<file path="config.mk">
export PLATFORM = sky130hd
export DESIGN_NAME = ppq_sqrt
export DESIGN_NICKNAME = d
export VERILOG_FILES = /design/src/rtl/ppq_sqrt.sv
export SDC_FILE = /design/constraint.sdc
export NUM_CORES = 2
export LEC_CHECK = 0
export BUFFER_PORTS_ARGS = -buffer_cell sky130_fd_sc_hd__buf_2
export CORE_UTILIZATION = 35
export CTS_BUF_LIST = sky130_fd_sc_hd__clkbuf_4 sky130_fd_sc_hd__clkbuf_8
export DETAILED_ROUTE_END_ITERATION = 10
export PLACE_DENSITY = 0.58
export SYNTH_ARGS = -nofsm -noshare
export SYNTH_HDL_FRONTEND = slang
export SYNTH_SLANG_ARGS = --single-unit
</file>
<file path="constraint.sdc">
create_clock -name i_clk -period 5.07 [get_ports i_clk]
set_input_delay 0.2535 -clock i_clk [delete_from_list [all_inputs] [get_ports i_clk]]
set_output_delay 0.2535 -clock i_clk [all_outputs]
set_load 0.005 [all_outputs]
</file>
<file path="src/rtl/ppq_sqrt.sv">
module ppq_sqrt #(
    parameter int NB = 31,
    parameter int WP = 8
) (
    input  logic            i_clk,
    input  logic            i_rst_n,
    input  logic            i_valid,
    input  logic [2*NB-1:0] i_s,
    input  logic [WP-1:0]   i_pay,
    output logic            o_valid,
    output logic [NB-1:0]   o_root,
    output logic [WP-1:0]   o_pay
);

    localparam int WS = 2 * NB;

    logic          r_v   [NB];
    logic [WS-1:0] r_rem [NB];
    logic [NB-1:0] r_q   [NB];
    logic [WP-1:0] r_pay [NB];

    // one root bit per stage, most significant first
    for (genvar k = 0; k < NB; k++) begin : g_stage
        localparam int I = NB - 1 - k;
        logic          p_v;
        logic [WS-1:0] p_rem;
        logic [NB-1:0] p_q;
        logic [WP-1:0] p_pay;
        logic [WS-1:0] trial;
        logic          ge;

        if (k == 0) begin : g_first
            assign p_v   = i_valid;
            assign p_rem = i_s;
            assign p_q   = '0;
            assign p_pay = i_pay;
        end else begin : g_next
            assign p_v   = r_v[k-1];
            assign p_rem = r_rem[k-1];
            assign p_q   = r_q[k-1];
            assign p_pay = r_pay[k-1];
        end

        // (q + 2^i)^2 - q^2
        assign trial = (WS'(p_q) << (I + 1)) | (WS'(1) << (2 * I));
        assign ge    = p_rem >= trial;

        always_ff @(posedge i_clk) begin
            if (!i_rst_n) begin
                r_v[k] <= 1'b0;
            end else begin
                r_v[k] <= p_v;
            end
        end

        always_ff @(posedge i_clk) begin
            r_rem[k] <= ge ? p_rem - trial : p_rem;
            r_q[k]   <= ge ? (p_q | (NB'(1) << I)) : p_q;
            r_pay[k] <= p_pay;
        end
    end

    assign o_valid = r_v[NB-1];
    assign o_root  = r_q[NB-1];
    assign o_pay   = r_pay[NB-1];

endmodule

</file>
==> reports/summary.md <==
Clock tree synthesis selected as its root buffer the cell clkbuf_8. The areal power density over the cells came out at 567 mW/mm^2. The most instantiated flip-flop cell in the synthesis netlist is dfxtp_1. Dividing the detail-routed via count by the number of cells gives 4.95. The final worst-path cycle share works out to 85.7%. The floorplan has 191 rows.

Counting the buffers created by CTS gives 422. The cell count after synthesis is 9,445, and the clock transition time at the flip-flop clock pins of the worst setup and hold paths is 0.06 ns. The via count is 68,800, and the fraction of registers with async set or reset after synthesis is 0%. At the pin with the least slew margin, the transition time is 1.23 ns. The routed design has 252,000 microns of wire. Count of hold-fix buffers inserted at cts: 146. At the end of routability-driven placement, the weighted congestion stood at 0.957. The number of remaining DRC errors was 0. The initial antenna violation count is 3, and the number of hold violations in the final report is 0. Traced cell by cell, the critical path runs through inv_1 -> ha_1 -> nand4_1 -> or4_1 -> or3_1 -> o31ai_1 -> a211oi_1 -> o31a_1 -> nor3_1 -> nand4_1 -> xnor2_1. The share of total power dissipated in sequential elements is 45.6%. The minimum period implied by the final worst setup slack is 4.35 ns, and the latest clock arrival within the worst-skew pair is 1.06 ns. Data on the critical path arrives at its endpoint at 5.16 ns. Setup violations remaining at the end of the flow were counted as 0.

The design draws 63,400 uW. Once layout is complete, the cells apart from fillers number 13,900. The global-route wire length before repair was 392,000 microns. Yosys instantiated no cell more often than dfxtp_1. The number of distinct library cells after synthesis came out at 89. Measured along the y axis, the die boundary spans 525 microns. On the critical path the largest part of the delay comes from simple AND/OR/NAND/NOR gates. The run finished with clean final reports. The cell-internal power was 42,800 uW. The HPWL after detailed placement is 193,000 microns. Setup repair after global routing left no endpoint under its margin. The number of nets handed over by synthesis was 10,000. The worst path buffer plus inverter count came out at 1. Among the stages of the critical path, the cell type that occurs most often is nand4_1. By count the netlist is led by dfxtp_1 (2,635), inv_1 (661), nand2_1 (637). The floorplan step set the die width to 525 microns. Between clock sinks in the finished design, the worst skew comes to 0.134 ns. The biggest area consumer among synthesized cells was dfxtp_1. The worst min-delay path class was primary input to register.

At the end of the flow, the number of nets in the layout was 10,600. At the worst endpoint, the required time is 5.89 ns. Combinational cells account for 22.8% of the total power. The first routing iteration left 3,732 violations.

Yosys printed 0 warnings. The top-level I/O count was 113. The run gives 70,400 as the number of global-route vias before repair.

The analysis attributes to cell leakage a power of 0.0500 uW. The filler cells instantiated in the layout total 26,000. The logs give 17.6% for the worst-case headroom to the max-slew limit and 20,500 uW for the net switching power figure. Derived from the worst setup path, the maximum achievable clock frequency is 230 MHz. In the post-synthesis netlist, the biggest area contributors are dfxtp_1 (55%), ha_1 (6.9%), xor2_1 (4.1%). Of the total power, the share spent switching nets is 32.4%. Global routing used 17.8% of the available tracks. The area fraction of the dominant cell type after synthesis works out to 55.0%. The area growth from synthesis to layout is 16.6%.

The logs give 4 for the clock tree buffer depth and 0 for the number of antenna-violating nets in the routed design. The tools report the capturing element type of the critical path as a register. The slowest stage of the critical path is the nor3_1 cell. Summing every instance area after synthesis gives 0.0959 sq mm.

TritonCTS built the clock tree. Cells with a size suffix above 1 make up 10.5% of the layout. The initial standard-cell utilization of the core is 35.3%. Adding up every negative setup slack in the final design gives 0 ns. The count of flip-flops with a built-in enable after synthesis is 0. Dividing the detail-routed wire length by the instance count gives 18.2 microns. In this run the post-CTS setup repair buffer count came out at 0.

The floorplan step defined a die boundary enclosing 0.276 sq mm. The count of buffers added on input and output ports is 112. Across the run, the number of max-cap violations was 0. The kind of critical path was register to register.

The clock share of power is 31.6%, and the H-tree depth is 5. The area of the core region was 0.271 sq mm. For the number of sinks driven by the clock tree, the log shows 2,635. The run gives 0 as the number of max-slew violations in the final report.

The logs give 0.199 ns for the worst hold slack and 13,000 for the number of cells after detailed placement. Quantity of gates resized following cts: 0. Sequential elements use 55.0% of the synthesized area. The number of detailed-routing iterations run before antenna repair was 5; the maximum number of pins on one net before global-route repair was 57. IR analysis of the VDD net gives a maximum drop of 0.000325 V. For this run, the slowest stage of the critical path takes 0.66 ns. The total overflow left after global routing is 0.

In this run the worst path has a maximum fanout of 7. The kind of launch point of the worst setup path was a register. In this run, synthesis produced a sequential element count of 2,635. Measured on the finished design, the core utilization comes to 41.2%.

The synthesized area divided by synthesized cell count was 10.2 sq um.
## power by group through the flow
stage	logic, uW	clock network, uW	registers [uW]
floorplan	11000	0	27500
global placement	14100	0	29300
detailed placement	14200	0	29300
CTS	14400	20600	28900
global route	16100	21600	29300
finish	14500	20000	28900
## worst reg2reg max path, delay by kind of cell (launching register included)
kind / cells / cell delay, ns
AOI/OAI and AO/OA: 3 / 0.58
xor gates and xnor gates: 1 / 0.34
adders and majority gates: 1 / 0.40
buffers and inverters: 1 / 0.06
DFF: 1 / 0.40
and+or+nand+nor: 5 / 2.35
## registers in the layout, summed over array words and instances, names as in the netlist
signal / count
r_rem: 1860
r_q: 496
r_pay: 248
r_v: 31
## layout make-up
class / count / area (sq um) / share of cell area, %
antenna: 2 / 5.00 / 0.00448
clock buffer: 651 / 8200 / 7.33
clock inverter: 112 / 1370 / 1.23
inverter: 664 / 2490 / 2.23
multi-input combinational: 5945 / 40000 / 35.8
sequential: 2635 / 52800 / 47.2
tap: 3570 / 4470 / 4.00
timing repair buffer: 318 / 2480 / 2.22
## final timing paths
kind / startpoint / endpoint / slack, ns / cells past startpoint
worst min-delay path: i_s[27] / r_q[0][30] / 0.20 / 5
worst min register to register: r_q[1][85] / r_q[1][116] / 0.28 / 0
worst max register to register: r_q[1][181] / r_rem[1][416] / 0.72 / 11
worst max-delay path: r_q[1][181] / r_rem[1][416] / 0.72 / 11
## layout by cell type, fill, tap and decap left out, drive strengths merged, types with 23 or more instances in the layout
cell	n
nand2	637
a211oi	57
xnor2	360
nand3	132
dfxtp	2635
or4	98
o21bai	52
a31oi	43
a21boi	23
clkbuf	651
a21o	183
bufinv	23
or3	126
nor3	281
o21a	98
o211ai	37
nor2b	60
nor4b	47
inv	679
clkinv	62
nand4	151
ha	525
o21ai	515
xor2	454
nor4	334
dlygate4sd3	146
a21oi	498
nand2b	100
or2	32
o31ai	55
and3	49
mux2	55
buf	172
and2	68
nor2	551
## per-layer routing
metal	routed length [microns]	vias up	share of wire, %	global-route usage (%)
li1	-	34100	-	-
met1	100000	32400	40	19.4
met5	0	-	0	0
met3	11500	574	4.6	2.84
met2	128000	1787	51	33.0
met4	12400	0	4.9	8.92
## kinds of logic after synthesis
| logic type | synth area share, % |
|---|---|
| xor gates and xnor gates | 7.44 |
| AOI/OAI and AO/OA | 11.4 |
| adders and majority gates | 6.85 |
| DFF | 55.0 |
| muxes | 0.792 |
| and+or+nand+nor | 15.1 |
| buffers and inverters | 3.41 |
## through the flow
step	worst slack, ns	instance area (sq um)
final	0.724	112000
after global routing	0.517	112000
after CTS	0.764	112000
after detailed placement	0.861	101000
after global placement	0.905	101000
after floorplan	1.50	95900
(Power assumes the default switching activity.)
