## src/rtl/ppq_pkg.sv

```systemverilog
package ppq_pkg;

    localparam int W_COORD = 32;
    localparam int W_CFG   = 31;
    localparam int W_IDX   = 8;
    localparam int W_DATA  = 32;
    localparam int FRAC    = 16;

    localparam logic [W_IDX-1:0] CFG_THRESHOLD = W_IDX'(0);
    localparam logic [W_IDX-1:0] CFG_WEIGHT    = W_IDX'(1);

    localparam logic [W_CFG-1:0] THRESHOLD_RST = W_CFG'(65536);
    localparam logic [W_CFG-1:0] WEIGHT_RST    = W_CFG'(65536);

    // operand widths after squaring, cubing and raising a distance to the fourth power, and of a sum of squares
    localparam int W_SQ   = 2 * W_CFG;
    localparam int W_CUBE = 3 * W_CFG;
    localparam int W_NUM  = 4 * W_CFG;
    localparam int W_SUM  = 2 * W_COORD + 1;

    localparam int MUL_CHUNK = 32;
    localparam int QUO_BITS  = 32;
    localparam int LAT_MUL   = 2;
    localparam int LAT_SQRT  = W_CFG;
    localparam int LAT_DIV   = QUO_BITS + 2;
    localparam int LATENCY   = 7 + 3 * LAT_MUL + LAT_SQRT + LAT_DIV;

    localparam int N_LANES  = 5;
    localparam int LANE_GX  = 0;
    localparam int LANE_GY  = 1;
    localparam int LANE_HXX = 2;
    localparam int LANE_HYY = 3;
    localparam int LANE_HXY = 4;

    typedef struct packed {
        logic dx_pos;
        logic dx_neg;
        logic dy_pos;
        logic dy_neg;
    } t_sgn;

    typedef struct packed {
        logic [W_COORD-1:0] ax;
        logic [W_COORD-1:0] ay;
        t_sgn               sgn;
    } t_geo;

    typedef struct packed {
        logic [W_CFG-1:0] ax;
        logic [W_CFG-1:0] ay;
        logic [W_SQ-1:0]  x2;
        logic [W_SQ-1:0]  y2;
        logic [W_SQ-1:0]  xy;
        t_sgn             sgn;
        logic             active;
        logic             coinc;
    } t_sqp;

    typedef struct packed {
        logic [W_CFG-1:0] d;
        logic [W_CFG-1:0] ax;
        logic [W_CFG-1:0] ay;
        t_sgn             sgn;
        logic             active;
        logic             coinc;
    } t_r1;

    typedef struct packed {
        logic [W_CFG-1:0] d;
        logic [W_NUM-1:0] hxy_n;
        t_sgn             sgn;
        logic             active;
        logic             coinc;
        logic             hxx_neg;
        logic             hyy_neg;
    } t_r2;

    typedef struct packed {
        logic              active;
        logic              coinc;
        logic [W_DATA-1:0] cost;
    } t_res;

endpackage

```

## src/rtl/ppq_mul.sv

```systemverilog
module ppq_mul #(
    parameter int WA = 32,
    parameter int WB = 32
) (
    input  logic             i_clk,
    input  logic [WA-1:0]    i_a,
    input  logic [WB-1:0]    i_b,
    output logic [WA+WB-1:0] o_p
);

    localparam int CW  = ppq_pkg::MUL_CHUNK;
    localparam int NA  = (WA + CW - 1) / CW;
    localparam int NB  = (WB + CW - 1) / CW;
    localparam int WAP = NA * CW;
    localparam int WBP = NB * CW;
    localparam int WP  = WA + WB;

    logic [WAP-1:0]    a_pad;
    logic [WBP-1:0]    b_pad;
    logic [2*CW-1:0]   r_pp [NA][NB];
    logic [WP-1:0]     n_p;
    logic [WP-1:0]     r_p;

    assign a_pad = WAP'(i_a);
    assign b_pad = WBP'(i_b);

    // partial products of 32-bit chunks
    always_ff @(posedge i_clk) begin
        for (int i = 0; i < NA; i++) begin
            for (int j = 0; j < NB; j++) begin
                r_pp[i][j] <= a_pad[i*CW +: CW] * b_pad[j*CW +: CW];
            end
        end
    end

    always_comb begin
        n_p = '0;
        for (int i = 0; i < NA; i++) begin
            for (int j = 0; j < NB; j++) begin
                n_p = n_p + (WP'(r_pp[i][j]) << (CW * (i + j)));
            end
        end
    end

    always_ff @(posedge i_clk) begin
        r_p <= n_p;
    end

    assign o_p = r_p;

endmodule

```

## config.mk

```make
export PLATFORM = sky130hd
export DESIGN_NAME = ppq_mul
export DESIGN_NICKNAME = d
export VERILOG_FILES = /design/src/rtl/ppq_pkg.sv /design/src/rtl/ppq_mul.sv
export SDC_FILE = /design/constraint.sdc
export NUM_CORES = 2
export LEC_CHECK = 0
export ABC_AREA = 1
export BUFFER_PORTS_ARGS = -buffer_cell sky130_fd_sc_hd__buf_2
export CAP_MARGIN = 25
export CORE_ASPECT_RATIO = 0.7
export CORE_UTILIZATION = 30
export CTS_CLUSTER_DIAMETER = 50
export DETAILED_ROUTE_END_ITERATION = 12
export GPL_TIMING_DRIVEN = 0
export MAX_ROUTING_LAYER = met4
export SYNTH_ARGS = -nofsm -noshare
export SYNTH_HDL_FRONTEND = slang
export SYNTH_SLANG_ARGS = --single-unit
```

## constraint.sdc

```tcl
create_clock -name i_clk -period 6.8 [get_ports i_clk]
set_input_delay 1.02 -clock i_clk [delete_from_list [all_inputs] [get_ports i_clk]]
set_output_delay 1.02 -clock i_clk [all_outputs]
set_load 0.05 [all_outputs]
```

==> metrics <==
run status finished with violations; failing checks negative setup slack; Final ANT Viol Nets 0; leading area contributor after synthesis fa_1; FMAX 0.1463 GHz; HPWL after DPL 137.8 mm; data arrival time of the worst path approximately 7000 ps; actual slew at the worst max-slew pin 828.1 ps; # Max-Cap Violations 0; Worst Hold Class reg2reg; Sink Count between 100 and 150; vias in the first global route 34455; DRC Markers 0; R2R Path End o_p[41]; Worst Path Required 7130 ps; non-filler cells, final 7176; global-route wire length before repair 235.2 mm; clock latency on the worst-skew pair 430 ps; DP Cell Count 6971; Die ar. 130400 µm²; Clock Pin Slew Worst Setup and Hold Paths 70 ps; Relative slew margins roughly 45%; H-tree levels 4; fin. max-slew vios 0; post-place setup slack -1667 ps; largest net degree at the start of global routing 17; Synth cell types 23; drt via density 4.692; I/O pin count 129; Ys Warns 0; unrepaired setup endpoints after global routing true; gpl congestion roughly 1.0; Fin Hold WS 324.8 ps; most common flop cell mapped by yosys dfxtp_1; Reg area 2562 µm²; crit share post-route 100.5%; Startpoint Class input port; post-synthesis cell count between 5000 and 6000; chip height 302.5 µm; initial antenna violation count 6; CTS tree yes; final setup margin -36.90 ps; DIE WIDTH roughly 430 µm; area growth from synthesis to layout 27.03%; R2R setup slack 6370 ps; TritonCTS Buffers 17; GRT Resource Usage Total 26.07%; clock buffer depth 2; IO Port Bufs ~130; hold_sp r_pp[0][40]; CTS root buf clkbuf_16; total vias in the final route around 34000; Routed WL 164.7 mm; DR iter-0 viols 3659; CP endpoint kind register; share of flip-flops with an asynchronous set or reset 0%; Starting Density between 30 and 40%; number of synthesized flops with an enable pin 0; Avg WL per Cell 22.95 µm; worst-path maximum fanout 5; sequential area share after synthesis ~6.6%; area of the multi-input gates ~31000 µm²; Syn Std Cell Area 38690 µm²; FF-to-FF path depth 0; Synth Net Count 6307; Hold Violations, Final 0; final setup skew 11.37 ps; leading post-synthesis cells by cell area fa_1 46%, inv_1 17%, nand2_1 15%; Synth top area share 46.36%; DR pass1 iterations 6; Core Box Area 127100 µm²; Seq cells post-synth 128; fillers 12879; Worst Setup SP i_a[16]; Setup crit end r_pp[0][59]; Critical Setup Path Class in2reg; GRT overflow 0; r2r startpoint r_pp[0][41]; setup TNS -220.3 ps; Cell Rows 109; post-route minimum period 6837 ps; synthesized area per cell 7.611 µm²; count of final setup violators 13; Final nets between 6000 and 7000; fraction of layout cells with a size suffix above 1 20.08%
==> cells in the final DEF, fill, tap and decap left out, drive strengths merged <==
cell      count
inv        1743
o21ai         2
diode         8
buf         407
ha          263
nand3        66
nand2      1575
dfxtp       128
xor2         32
fa          896
nor2        101
clkinvlp      1
clkbuf      135
a21oi        45
xnor2         4
nand4        16
nor3         18
o21bai       12
clkinv        4
==> metrics by stage <==
stage	utilization, %	area (µm²)
2_1_floorplan	-	38690
3_3_place_gp	32.64	41480
3_5_place_dp	33.13	42110
4_1_cts	36.49	46380
5_1_grt	38.66	49140
6_report	38.67	49150
==> per-layer routing <==
layer	part of all wire, %	track usage, %	vias to the layer above	wire, µm
li1	-	-	14544	-
met1	40	34.68	16721	66030
met2	41	37.32	2093	67290
met3	15	9.221	311	25370
met4	3.6	6.991	0	5991
met5	0	-	-	0
==> timing repair <==
item	CTS	global route
gates cloned	3	7
hold buffers	0	0
setup endpoints to repair	50	48
buffers inserted	51	111
pin swaps	124	258
resized for setup	830	595
==> critical path: stages <==
cell and delay (ps):
buf_12 110, clkbuf_16 140, buf_12 140, nand2_4 50, inv_2 30, fa_1 520, inv_2 60, fa_2 610
inv_2 50, fa_2 580, fa_1 440, fa_1 540, fa_1 440, fa_1 530, inv_2 60, fa_1 540
inv_2 50, ha_4 350, nand2_4 100, nor2_4 120, inv_4 60, nor2_4 140, buf_6 130, nand2_2 50
nor2_2 90, nand2_2 70, nand4_1 70, nand2_1 70
==> layout make-up <==
type | instances | area share (%)
Sequential cell | 128 | 5.214
Clock inverter | 15 | 0.3157
Antenna cell | 8 | 0.04073
Multi-Input combinational cell | 3030 | 63.02
Buffer | 191 | 6.090
Clock buffer | 17 | 0.8656
Inverter | 1733 | 13.27
Timing Repair Buffer | 334 | 6.808
Tap cell | 1720 | 4.379
==> Yosys cell counts (11+ instances only) <==
master / number
o21bai_1: 11
clkbuf_1: 192
fa_1: 896
nand2_2: 16
nor2_2: 23
nand2_1: 1559
nor2_1: 73
inv_1: 1723
xor2_1: 32
nand4_1: 16
dfxtp_1: 128
ha_1: 263
a21oi_1: 45
nand3_1: 59
==> cell families (layout without fill, tap and decap cells) <==
group	Yosys count	after routing	share of synthesized area, %
buf+inv	1925	2290	18.68
simple gates	1776	1776	18.17
fa+ha+maj	1159	1159	54.87
flops	128	128	6.623
compound gates	59	59	0.8506
xor+xnor	36	36	0.8150
other cells	0	8	0
==> how the worst min path moves through the flow <==
stage,cells past startpoint,to,slack [ps]
after detailed placement,0,o_p[59],310
final,0,o_p[40],320
after CTS,0,o_p[20],330
after global placement,0,o_p[0],310
after floorplan,0,o_p[0],310
after global routing,0,o_p[15],330
==> flip-flops by register name (all words and copies together), names as in the netlist <==
register / flops
o_p: 64
r_pp: 64
Power is not shown: default switching activity piles up to over one toggle a cycle in this logic, so the estimate is an artifact.
